## src/sv/wdfhf_pkg.sv

```systemverilog
// shared constants, codes and helpers for the 802.11 data frame header filter
// no dependencies; used by the top level and its checker

package wdfhf_pkg;

    // widths fixed by the frame format
    localparam int LENGTH_BITS_DEF = 12;
    localparam int PREFIX_W        = 40;
    localparam int ADDR_W          = 48;
    localparam int PN_W            = 48;
    localparam int FC_W            = 16;
    localparam int SEQ_W           = 12;
    localparam int DIR_W           = 2;

    localparam logic [PREFIX_W-1:0] PREFIX_RESET = 40'h3c52a1fe39;

    // byte offsets in the header
    localparam int FC0_OFS      = 0;
    localparam int FC1_OFS      = 1;
    localparam int ADDR1_OFS    = 4;
    localparam int ADDR_STRIDE  = 6;
    localparam int NUM_ADDR     = 3;
    localparam int PREFIX_BYTES = 5;
    localparam int SA_OFS       = 10;
    localparam int ADDR_BYTES   = 6;
    localparam int SEQ_OFS      = 22;
    localparam int MIN_LEN      = 24;
    localparam int HDR_LEN      = 24;
    localparam int HDR_LEN_QOS  = 26;
    localparam int CCMP_LEN     = 8;
    localparam int PN_BYTES     = 6;

    // frame control fields
    localparam logic [7:0] FC0_TYPE_MASK    = 8'h0c;
    localparam logic [7:0] FC0_TYPE_DATA    = 8'h08;
    localparam logic [7:0] FC0_SUBTYPE_MASK = 8'hf0;
    localparam logic [7:0] FC0_QOS_DATA     = 8'h80;
    localparam logic [7:0] FC1_TO_DS        = 8'h01;
    localparam logic [7:0] FC1_FROM_DS      = 8'h02;
    localparam logic [7:0] FC1_PROTECTED    = 8'h40;

    // direction codes
    localparam logic [DIR_W-1:0] DIR_UPLINK   = 2'd0;
    localparam logic [DIR_W-1:0] DIR_DOWNLINK = 2'd1;
    localparam logic [DIR_W-1:0] DIR_NONE     = 2'd2;

    // byte k of the prefix, first byte in the top bits
    function automatic logic [7:0] prefix_byte(input logic [PREFIX_W-1:0] prefix,
                                               input logic [2:0] k);
        logic [7:0] b;
        case (k)
            3'd0:    b = prefix[39:32];
            3'd1:    b = prefix[31:24];
            3'd2:    b = prefix[23:16];
            3'd3:    b = prefix[15:8];
            3'd4:    b = prefix[7:0];
            default: b = 8'h00;
        endcase
        return b;
    endfunction

endpackage

```

## src/sv/wifi_data_frame_header_filter.sv

```systemverilog
// 802.11 data frame header filter, top level
// depends on wdfhf_pkg

// Takes a received 802.11 frame one byte per word, starting at frame control,
// with last_byte marking the final byte. The frame length is counted and
// saturates at 2^LENGTH_BITS-1. A frame that is at least 24 bytes long, has
// type Data and has any of its three addresses starting with the 5-byte
// addr_prefix produces one result word after its last byte: length, frame
// control, sequence number, receiver group bit, source address, direction,
// QoS and Protected flags, and the CCMP packet number (zero when the frame is
// not protected or too short to hold the CCMP header). Other frames give no
// result. Throughput is one byte per cycle while in_stall is low: a byte
// goes through an input register and is then folded into the per-frame
// header state; a kept frame's result is then loaded into the output
// register. in_stall rises only when a last byte waits in the input
// register while the output register holds a result that is stalled.
// addr_prefix is written through cfg_valid/cfg_ready (always ready) and is
// meant to change only between frames.

module wifi_data_frame_header_filter #(
    parameter int LENGTH_BITS = wdfhf_pkg::LENGTH_BITS_DEF
) (
    input  logic                                      clk,
    input  logic                                      rst_n,
    // configuration
    input  logic                                      cfg_valid,
    output logic                                      cfg_ready,
    input  logic [wdfhf_pkg::PREFIX_W-1:0]            addr_prefix,
    // byte input
    input  logic                                      in_valid,
    output logic                                      in_stall,
    input  logic [7:0]                                frame_byte,
    input  logic                                      last_byte,
    // result output
    output logic                                      out_valid,
    input  logic                                      out_stall,
    output logic [LENGTH_BITS-1:0]                    frame_length,
    output logic [wdfhf_pkg::FC_W-1:0]                frame_control,
    output logic [wdfhf_pkg::SEQ_W-1:0]               seq_number,
    output logic                                      receiver_group,
    output logic [wdfhf_pkg::ADDR_W-1:0]              source_address,
    output logic [wdfhf_pkg::DIR_W-1:0]               direction,
    output logic                                      qos_data,
    output logic                                      protected_frame,
    output logic [wdfhf_pkg::PN_W-1:0]                packet_number
);

    localparam logic [LENGTH_BITS-1:0] LEN_MAX = {LENGTH_BITS{1'b1}};

    // configuration register
    logic [wdfhf_pkg::PREFIX_W-1:0] prefix_reg;

    // input register
    logic       s1_valid_reg;
    logic [7:0] s1_byte_reg;
    logic       s1_last_reg;

    // per-frame header state
    logic [LENGTH_BITS-1:0]          offset_reg,  offset_next;
    logic [wdfhf_pkg::FC_W-1:0]      fc_reg,      fc_next;
    logic [wdfhf_pkg::NUM_ADDR-1:0]  match_reg,   match_next;
    logic                            group_reg,   group_next;
    logic [wdfhf_pkg::ADDR_W-1:0]    sa_reg,      sa_next;
    logic [15:0]                     seq_reg,     seq_next;
    logic [wdfhf_pkg::PN_W-1:0]      pn_reg,      pn_next;

    // output register
    logic                            out_valid_reg;
    logic [LENGTH_BITS-1:0]          len_out_reg;
    logic [wdfhf_pkg::FC_W-1:0]      fc_out_reg;
    logic [wdfhf_pkg::SEQ_W-1:0]     seq_out_reg;
    logic                            group_out_reg;
    logic [wdfhf_pkg::ADDR_W-1:0]    sa_out_reg;
    logic [wdfhf_pkg::DIR_W-1:0]     dir_out_reg;
    logic                            qos_out_reg;
    logic                            prot_out_reg;
    logic [wdfhf_pkg::PN_W-1:0]      pn_out_reg;

    // handshake
    logic in_accept;
    logic out_free;
    logic s1_adv;
    logic result_load;

    // result terms
    logic [LENGTH_BITS-1:0]      hdr_len;
    logic [LENGTH_BITS-1:0]      hdr_len_next;
    logic [7:0]                  fc0_next;
    logic [7:0]                  fc1_next;
    logic                        qos_next;
    logic                        keep_frame;
    logic                        pn_present;
    logic [wdfhf_pkg::DIR_W-1:0] dir_next;

    // ------------------------------------------------------------------
    // handshake: the input register drains every cycle unless it holds a
    // last byte and the output register is full and stalled
    // ------------------------------------------------------------------
    assign cfg_ready   = 1'b1;
    assign out_free    = !out_valid_reg || !out_stall;
    assign s1_adv      = s1_valid_reg && (!s1_last_reg || out_free);
    assign in_stall    = s1_valid_reg && !s1_adv;
    assign in_accept   = in_valid && !in_stall;
    assign result_load = s1_adv && s1_last_reg && keep_frame;

    always_ff @(posedge clk or negedge rst_n)
    begin
        if (!rst_n)
        begin
            prefix_reg <= wdfhf_pkg::PREFIX_RESET;
        end
        else if (cfg_valid && cfg_ready)
        begin
            prefix_reg <= addr_prefix;
        end
    end

    always_ff @(posedge clk or negedge rst_n)
    begin
        if (!rst_n)
        begin
            s1_valid_reg <= 1'b0;
        end
        else if (in_accept)
        begin
            s1_valid_reg <= 1'b1;
        end
        else if (s1_adv)
        begin
            s1_valid_reg <= 1'b0;
        end
    end

    always_ff @(posedge clk)
    begin
        if (in_accept)
        begin
            s1_byte_reg <= frame_byte;
            s1_last_reg <= last_byte;
        end
    end

    // ------------------------------------------------------------------
    // header capture by byte offset
    // ------------------------------------------------------------------

    // ccmp header start follows the subtype, known well before offset 24
    assign hdr_len = ((fc_reg[7:0] & wdfhf_pkg::FC0_SUBTYPE_MASK) == wdfhf_pkg::FC0_QOS_DATA)
                     ? LENGTH_BITS'(wdfhf_pkg::HDR_LEN_QOS)
                     : LENGTH_BITS'(wdfhf_pkg::HDR_LEN);

    always_comb
    begin
        logic [LENGTH_BITS-1:0] addr_base;
        logic [LENGTH_BITS-1:0] pn_ofs;
        logic [2:0]             k;

        fc_next    = fc_reg;
        match_next = match_reg;
        group_next = group_reg;
        sa_next    = sa_reg;
        seq_next   = seq_reg;
        pn_next    = pn_reg;

        if (offset_reg == LENGTH_BITS'(wdfhf_pkg::FC0_OFS))
        begin
            fc_next[7:0] = s1_byte_reg;
        end
        if (offset_reg == LENGTH_BITS'(wdfhf_pkg::FC1_OFS))
        begin
            fc_next[15:8] = s1_byte_reg;
        end
        if (offset_reg == LENGTH_BITS'(wdfhf_pkg::ADDR1_OFS))
        begin
            group_next = s1_byte_reg[0];
        end

        // prefix compare, one flag per address, cleared on first mismatch
        for (int a = 0; a < wdfhf_pkg::NUM_ADDR; a++)
        begin
            addr_base = LENGTH_BITS'(wdfhf_pkg::ADDR1_OFS + a * wdfhf_pkg::ADDR_STRIDE);
            k         = 3'(offset_reg - addr_base);
            if ((offset_reg >= addr_base)
                && (offset_reg < addr_base + LENGTH_BITS'(wdfhf_pkg::PREFIX_BYTES))
                && (wdfhf_pkg::prefix_byte(prefix_reg, k) != s1_byte_reg))
            begin
                match_next[a] = 1'b0;
            end
        end

        // source address, first byte on top
        for (int n = 0; n < wdfhf_pkg::ADDR_BYTES; n++)
        begin
            if (offset_reg == LENGTH_BITS'(wdfhf_pkg::SA_OFS + n))
            begin
                sa_next[8*(wdfhf_pkg::ADDR_BYTES-1-n) +: 8] = s1_byte_reg;
            end
        end

        if (offset_reg == LENGTH_BITS'(wdfhf_pkg::SEQ_OFS))
        begin
            seq_next[7:0] = s1_byte_reg;
        end
        if (offset_reg == LENGTH_BITS'(wdfhf_pkg::SEQ_OFS + 1))
        begin
            seq_next[15:8] = s1_byte_reg;
        end

        // pn0, pn1 then pn2..pn5 after the two reserved/key id bytes
        for (int n = 0; n < wdfhf_pkg::PN_BYTES; n++)
        begin
            pn_ofs = hdr_len + LENGTH_BITS'((n < 2) ? n : n + 2);
            if (offset_reg == pn_ofs)
            begin
                pn_next[8*(wdfhf_pkg::PN_BYTES-1-n) +: 8] = s1_byte_reg;
            end
        end
    end

    // saturating byte count, also the frame length on the last byte
    assign offset_next = (offset_reg != LEN_MAX) ? offset_reg + 1'b1 : LEN_MAX;

    // ------------------------------------------------------------------
    // end-of-frame decision and result fields
    // ------------------------------------------------------------------
    assign fc0_next     = fc_next[7:0];
    assign fc1_next     = fc_next[15:8];
    assign qos_next     = (fc0_next & wdfhf_pkg::FC0_SUBTYPE_MASK) == wdfhf_pkg::FC0_QOS_DATA;
    assign hdr_len_next = qos_next ? LENGTH_BITS'(wdfhf_pkg::HDR_LEN_QOS)
                                   : LENGTH_BITS'(wdfhf_pkg::HDR_LEN);
    assign keep_frame   = (offset_next >= LENGTH_BITS'(wdfhf_pkg::MIN_LEN))
                          && ((fc0_next & wdfhf_pkg::FC0_TYPE_MASK) == wdfhf_pkg::FC0_TYPE_DATA)
                          && (match_next != '0);
    assign pn_present   = ((fc1_next & wdfhf_pkg::FC1_PROTECTED) != 8'h00)
                          && (offset_next >= hdr_len_next + LENGTH_BITS'(wdfhf_pkg::CCMP_LEN));

    always_comb
    begin
        if ((fc1_next & wdfhf_pkg::FC1_TO_DS) != 8'h00)
        begin
            dir_next = wdfhf_pkg::DIR_UPLINK;
        end
        else if ((fc1_next & wdfhf_pkg::FC1_FROM_DS) != 8'h00)
        begin
            dir_next = wdfhf_pkg::DIR_DOWNLINK;
        end
        else
        begin
            dir_next = wdfhf_pkg::DIR_NONE;
        end
    end

    // per-frame state: updated on every byte, back to reset after the last
    always_ff @(posedge clk or negedge rst_n)
    begin
        if (!rst_n)
        begin
            offset_reg <= '0;
            fc_reg     <= '0;
            match_reg  <= '1;
            group_reg  <= 1'b0;
            sa_reg     <= '0;
            seq_reg    <= '0;
            pn_reg     <= '0;
        end
        else if (s1_adv)
        begin
            if (s1_last_reg)
            begin
                offset_reg <= '0;
                fc_reg     <= '0;
                match_reg  <= '1;
                group_reg  <= 1'b0;
                sa_reg     <= '0;
                seq_reg    <= '0;
                pn_reg     <= '0;
            end
            else
            begin
                offset_reg <= offset_next;
                fc_reg     <= fc_next;
                match_reg  <= match_next;
                group_reg  <= group_next;
                sa_reg     <= sa_next;
                seq_reg    <= seq_next;
                pn_reg     <= pn_next;
            end
        end
    end

    // ------------------------------------------------------------------
    // output register
    // ------------------------------------------------------------------
    always_ff @(posedge clk or negedge rst_n)
    begin
        if (!rst_n)
        begin
            out_valid_reg <= 1'b0;
        end
        else if (result_load)
        begin
            out_valid_reg <= 1'b1;
        end
        else if (!out_stall)
        begin
            out_valid_reg <= 1'b0;
        end
    end

    always_ff @(posedge clk)
    begin
        if (result_load)
        begin
            len_out_reg   <= offset_next;
            fc_out_reg    <= fc_next;
            seq_out_reg   <= {seq_next[15:8], seq_next[7:4]};
            group_out_reg <= group_next;
            sa_out_reg    <= sa_next;
            dir_out_reg   <= dir_next;
            qos_out_reg   <= qos_next;
            prot_out_reg  <= (fc1_next & wdfhf_pkg::FC1_PROTECTED) != 8'h00;
            pn_out_reg    <= pn_present ? pn_next : '0;
        end
    end

    assign out_valid       = out_valid_reg;
    assign frame_length    = len_out_reg;
    assign frame_control   = fc_out_reg;
    assign seq_number      = seq_out_reg;
    assign receiver_group  = group_out_reg;
    assign source_address  = sa_out_reg;
    assign direction       = dir_out_reg;
    assign qos_data        = qos_out_reg;
    assign protected_frame = prot_out_reg;
    assign packet_number   = pn_out_reg;

endmodule

```

## config.mk

```make
export PLATFORM = sky130hd
export DESIGN_NAME = wifi_data_frame_header_filter
export DESIGN_NICKNAME = d
export VERILOG_FILES = /design/src/sv/wdfhf_pkg.sv /design/src/sv/wifi_data_frame_header_filter.sv
export SDC_FILE = /design/constraint.sdc
export NUM_CORES = 1
export LEC_CHECK = 0
export ABC_AREA = 1
export BUFFER_PORTS_ARGS = -buffer_cell sky130_fd_sc_hd__buf_4
export CORE_UTILIZATION = 60
export DETAILED_ROUTE_END_ITERATION = 8
export PLACE_DENSITY = 0.81
export SLEW_MARGIN = 0
export SYNTH_ARGS = -nofsm -noshare
export SYNTH_HDL_FRONTEND = slang
export SYNTH_SLANG_ARGS = --single-unit
```

## constraint.sdc

```tcl
create_clock -name clk -period 11.5 [get_ports clk]
set_input_delay 0 -clock clk [delete_from_list [all_inputs] [get_ports clk]]
set_output_delay 0 -clock clk [all_outputs]
set_load 0.1 [all_outputs]
```

== Word-level counts from Yosys, hierarchy flattened ==
Cells that the tools add are included.
Word-level totals
  flip-flop bits (word level): 332
  latch bits: 0
  memory bits (writable): 0
  memory bits (read-only): 0
  input port bits: 54
  output and inout bits: 144
  logic and storage cells: 140
  memories: 0
Operators by class
  add/subtract/negate cells: 10
  multipliers: 0
  div/mod/pow operators: 0
  order comparisons: 8
  equal/unequal tests: 36
  shifts and indexed selects: 0
  multiplexer cells: 38
  bitwise gates (word level): 0
  reduce and logical (&&, ||, !) cells: 27
Operators by type and width (count)
  $mux W8: 16
  $pmux W8 S5: 3
  $mux W48: 2
  $eq A12 B4 Y1 const B: 6
  $eq A12 B6 Y1: 5
  $mux W16: 2
  $add A5 B3 Y6 const B: 4
  $eq A12 B5 Y1 const B: 2
  $ge A12 B5 Y1 const B: 2
  $lt A12 B4 Y1 const B: 2
  $mux W12: 2
  $ne A8 B8 Y1: 3
  $eq A3 B2 Y1 const B: 6
  $logic_and A1 B1 Y1: 14
  $add A12 B1 Y12 const B: 1
  $eq A12 B1 Y1 const B: 1
  $eq A12 B3 Y1 const B: 1
  $eq A12 B5 Y1: 1
  $ge A12 B3 Y1 const B: 1
  $ge A12 B4 Y1 const B: 1
  $ge A12 B6 Y1: 1
  $logic_not A12 Y1: 1
  $lt A12 B5 Y1 const B: 1
  $ne A12 B12 Y1 const B: 1
  other kinds (18): 40

== Longest topological paths before layout ==
  depth after elaboration: 10
  gate-level depth with buffers: 19
  depth with buffers taken out: 18

== Worst setup path after synthesis ==
Ideal clock, no wire load.
  path kind: flip-flop to flip-flop
  start point: reg offset_reg[2]
  end point: reg dir_out_reg (netlist bit direction[0]), enable pin
  library setup time: 0.493 ns
  arrival: 5.031 ns
  data required time: 11.007 ns
  slack: 5.976 ns
  cell stages (with the launch flop): 20
  path buffers: 2
  clock period less this slack: 5.524 ns
  cells stage by stage: dfrtp_1 inv_2 clkbuf_1 ha_1 inv_1 clkbuf_1 nand3_1 nand2_1 nor2_1 nand2_1 nand2_1 nand2_1 nand2_1 nor2_1 nand2_1 nand2_1 nand2_1 nand3_1 nand2_1 inv_1
On the way
  cells in the longest elaborated chain, start to end: 9
  elaborated cells between the ends (all ways): 50
  those cells by class: add/sub: 4; order compare: 7; eq/ne: 17; mux: 8; reduce/logical: 14
Ends and longest elaborated chain
  start, declared: RTL line wifi_data_frame_header_filter.sv:59  | logic [LENGTH_BITS-1:0] offset_reg, offset_next;
  start signal, assigned: RTL line wifi_data_frame_header_filter.sv:280  | offset_reg <= offset_next;
  branches (longest 7 deep; another with $add A12 B1 Y12)
  $logic_and A1 B1 Y1 (*): RTL line wifi_data_frame_header_filter.sv:233  | && (match_next != '0);
  $logic_and A1 B1 Y1 (*): RTL line wifi_data_frame_header_filter.sv:104  | assign result_load = s1_adv && s1_last_reg && keep_frame;
  named net result_load: RTL line wifi_data_frame_header_filter.sv:83  | logic result_load;
  end signal, assigned: RTL line wifi_data_frame_header_filter.sv:319  | dir_out_reg <= dir_next;
  end, declared: RTL line wifi_data_frame_header_filter.sv:74  | logic [wdfhf_pkg::DIR_W-1:0] dir_out_reg;
Mark *: on every way through the listed nets, which the timed path passes.
A chain may end at the register's enable or synchronous reset.

== Worst setup path in the final report ==
  start point: reg offset_reg[2]
  end point: reg sa_out_reg (netlist bit source_address[42]), enable pin
On the way
  cells in the longest elaborated chain, start to end: 9
  elaborated cells between the ends (all ways): 50
  those cells by class: add/sub: 4; order compare: 7; eq/ne: 17; mux: 8; reduce/logical: 14
Ends and longest elaborated chain
  branches (longest 7 deep; another with $add A12 B1 Y12)
  $logic_and A1 B1 Y1 (*): RTL line wifi_data_frame_header_filter.sv:233
  $logic_and A1 B1 Y1 (*): RTL line wifi_data_frame_header_filter.sv:104
  named net result_load: RTL line wifi_data_frame_header_filter.sv:83
  end signal, assigned: RTL line wifi_data_frame_header_filter.sv:318  | sa_out_reg <= sa_next;
  end, declared: RTL line wifi_data_frame_header_filter.sv:73  | logic [wdfhf_pkg::ADDR_W-1:0] sa_out_reg;
Marked as above.

==> out/results.tsv <==
stage	metric	value	unit
status	status	complete, no violations	
routing	ant_nets	0	
worst_setup_path	slowest_delay	0.86	ns
worst_setup_path	crit_slowest_cell	buf_4	
worst_setup_path	worstReg2RegStart	offset_reg[2]	
routing	detail_route.wl_per_cell	19.3	um
worst_setup_path	crit_cells	19	
yosys	ys_types	36	
yosys	yosysWarnings	0	
clock_tree	cts_resized	0	
routing	routed-wl-met3	2.97	mm
routing	first_pass_iters	7	
yosys	syn_inst	1603	
worst_setup_path	rr_worst_depth	19	
yosys	synth.most_common_cell	nand2_1	
power_and_ir_drop	peakVddDrop	114	uV
grt	grt_pass1_vias	12300	
layout	final_nets	1886	
yosys	ys_seq_area_share	60.6	%
yosys	syn_area	0.0150	mm2
worst_setup_path	path_buf_inv	6	
min_path	hold_path_class	input pin to flip-flop	
min_path	hold_start	cfg_valid	
worst_setup_path	crit_chain	buf_4 > inv_2 > ha_1 > inv_1 > nand2_1 > o21ai_0 > inv_1 > nand2_1 > nand2_1 > nand2_1 > nand2_1 > nor2_1 > nand2_1 > nand2_1 > nand2_1 > nand3_1 > nand2_1 > inv_6 > buf_4	
placement	gp_congestion	0.898	
yosys	synth-edff-count	149	
worst_setup_path	rr_endpoint	source_address[42]	
sta	rsz0062_at_grt	no	
clock_tree	root_buffer	clkbuf_16	
routing	viasPerCell	5.71	
placement	place_inst	2051	
sta	report.final.slew_viol_count	0	
routing	met2_length	20.8	mm
grt	grt_start_max_net_pins	107	
layout	area_delta_synth_final	22.5	%
clock_tree	clock_path_buffers	3	
yosys	yosys-top-cells-count	nand2_1 (316), inv_1 (197), nor2_1 (176)	
worst_setup_path	critPathCaptureType	flip-flop	
routing	wl	42.0	mm
yosys	synth_nets	1667	
routing	drcViolationCount	0	
yosys	yosys_register_bits	331	
floorplanning	start_util	61.3	%
grt	grt_use_total	33.2	%
clock_tree	clk_pin_slew	0.06	ns
worst_setup_path	cp_data_required_time	11.62	ns
sta	final_hold_viol_count	0	
worst_setup_path	r2r_slack	6.73	ns
yosys	netlist.area_leader.share	29.9	%
sta	period_needed	4.77	ns
clock_tree	cts.sinks	331	
power_and_ir_drop	leakage	8.39	nW
layout	instances_no_fill	2172	
yosys	synth_ff_type	dfrtp_1	
placement	io_buffers	196	
worst_setup_path	crit_type	flip-flop to flip-flop	
floorplanning	die_h	160	um
sta	clock.fmax	0.210	GHz
grt	antenna_found_initial	0	
worst_setup_path	critPathTopFamily	buffers and inverters	
worst_setup_path	crit_end	source_address[42]	
sta	fin_skew	0.0171	ns
routing	drtIter0Drc	1141	
worst_setup_path	cp.arrival	4.89	ns
clock_tree	htreeDepth	2	
floorplanning	die-area	0.0256	mm2
flow_run	cap_viol_max_count	0	
floorplanning	io_pins	198	
grt	gr-total-overflow	0	
worst_setup_path	startpoint	offset_reg[2]	
clock_tree	cts_tree	done	
routing	via_count	12400	
yosys	syn-mean-instance-area	9.33	um2
layout	num_antenna_cells	0	
clock_tree	cts_buffers	35	
power_and_ir_drop	total_power	2.74	mW
floorplanning	std_cell_rows	57	
yosys	ys_top_cells_by_area	edfxtp_1 (30%), dfrtp_1 (26%), nand2_1 (7.9%), o21ai_0 (5.2%), inv_1 (4.9%)	
yosys	synth_top_area_cell	edfxtp_1	
sta	setup_violations	0	
floorplanning	core	0.0244	mm2
sta	slew_headroom	23.2	%
sta	setup_tns	0	ns
clock_tree	insertion_delay	0.51	ns
grt	grt_pass1_wl	65.8	mm
power_and_ir_drop	power-per-cell-area	150	mW/mm2
yosys	synthArstFlopShare	55.0	%
routing	routed.top_layer	met4	
routing	wl_met1	16.4	mm
sta	fin_crit_sh	41.4	%
worst_setup_path	critPathMaxFanout	80	
floorplanning	die_x	160	um
sta	worst_pin_slew	1.15	ns
placement	hpwl	26.8	mm
worst_setup_path	critPathMostFrequentCell	nand2_1	
layout	drive_above_1_share	17.5	%
worst_setup_path	start_kind	flip-flop	
layout	fillers	1677	
==> kinds of logic after synthesis <==
logic type,count (synthesis),share of synthesized area [%]
flip-flops,331,60.6
AO/OA/AOI/OAI,321,12.0
XOR/XNOR,6,0.351
buffers and inverters,293,7.65
other,1,0.0251
adder cells (fa/ha/maj),10,0.837
multiplexers,19,1.43
AND/OR/NAND/NOR,622,17.1
==> tightest hold or removal path: stages <==
cell and delay [ns]:
buf_4 0.30, nand2_1 0.12, o21ai_0 0.09
==> placed cells by master, fill, tap and decap left out, types with 2 or more instances in the layout <==
| cell type | netlist | layout |
|---|---|---|
| o22ai_1 | 79 | 79 |
| buf_4 | 3 | 204 |
| a21oi_1 | 57 | 57 |
| nor2_1 | 176 | 175 |
| nand3_1 | 96 | 96 |
| bufinv_16 | 0 | 2 |
| o21ai_0 | 154 | 154 |
| nand4_1 | 9 | 9 |
| clkbuf_8 | 0 | 8 |
| mux2_2 | 19 | 19 |
| xor2_1 | 6 | 6 |
| clkinv_2 | 0 | 3 |
| inv_1 | 197 | 195 |
| nor3_1 | 12 | 11 |
| edfxtp_1 | 149 | 149 |
| ha_1 | 10 | 10 |
| clkbuf_1 | 62 | 7 |
| inv_2 | 7 | 8 |
| o21a_1 | 5 | 5 |
| dfstp_2 | 24 | 24 |
| nor3_2 | 6 | 7 |
| inv_6 | 0 | 2 |
| nand2_1 | 316 | 316 |
| nor2_2 | 2 | 3 |
| a22o_1 | 17 | 17 |
| dlygate4sd3_1 | 0 | 58 |
| o21ai_1 | 6 | 6 |
| clkinv_1 | 8 | 12 |
| clkbuf_16 | 0 | 36 |
| dfrtp_1 | 158 | 158 |
==> report_power, final <==
part	switching (mW)	internal, mW
combinational	0.212	0.100
sequential	0.0350	1.27
clock	0.455	0.673
==> how the worst min path moves through the flow <==
stage,to,depth (start not counted),slack (ns)
3_3_place_gp,s1_byte_reg[7],1,0.18
5_1_grt,prefix_reg[25],3,0.06
3_5_place_dp,s1_byte_reg[5],1,0.18
2_1_floorplan,fc_reg[0],0,-0.30
6_report,prefix_reg[25],3,0.03
4_1_cts,prefix_reg[25],3,0.004
==> stage by stage <==
| stage | instance area (um2) | setup WS [ns] | hold WS (ns) | utilization [%] |
|---|---|---|---|---|
| floorplan | 15000 | 5.98 | -0.296 | - |
| global placement | 16600 | 6.92 | 0.181 | 67.9 |
| detailed placement | 16600 | 6.82 | 0.179 | 67.9 |
| CTS | 18300 | 6.77 | 0.00432 | 75.1 |
| global route | 18300 | 6.18 | 0.0583 | 75.1 |
| finish | 18300 | 6.73 | 0.0313 | 75.1 |
==> repair_timing <==
action,4_1_cts,5_1_grt
hold endpoints to repair,135,0
setup buffers,0,0
hold buffers,58,0
==> routing by layer <==
metal / up-vias / GRT usage (%)
li1: 5746 / -
met1: 5966 / 43.2
met2: 588 / 56.2
met3: 101 / 4.60
met4: 0 / 14.4
met5: - / 0
==> layout make-up <==
class / instances / area [um2] / area share, %
Multi-Input combinational cell: 979 / 4770 / 26.0
Inverter: 212 / 801 / 4.37
Clock inverter: 12 / 123 / 0.670
Tap cell: 324 / 405 / 2.21
Clock buffer: 51 / 1040 / 5.66
Timing Repair Buffer: 263 / 2120 / 11.6
Sequential cell: 331 / 9060 / 49.5
(Power assumes the default switching activity.)
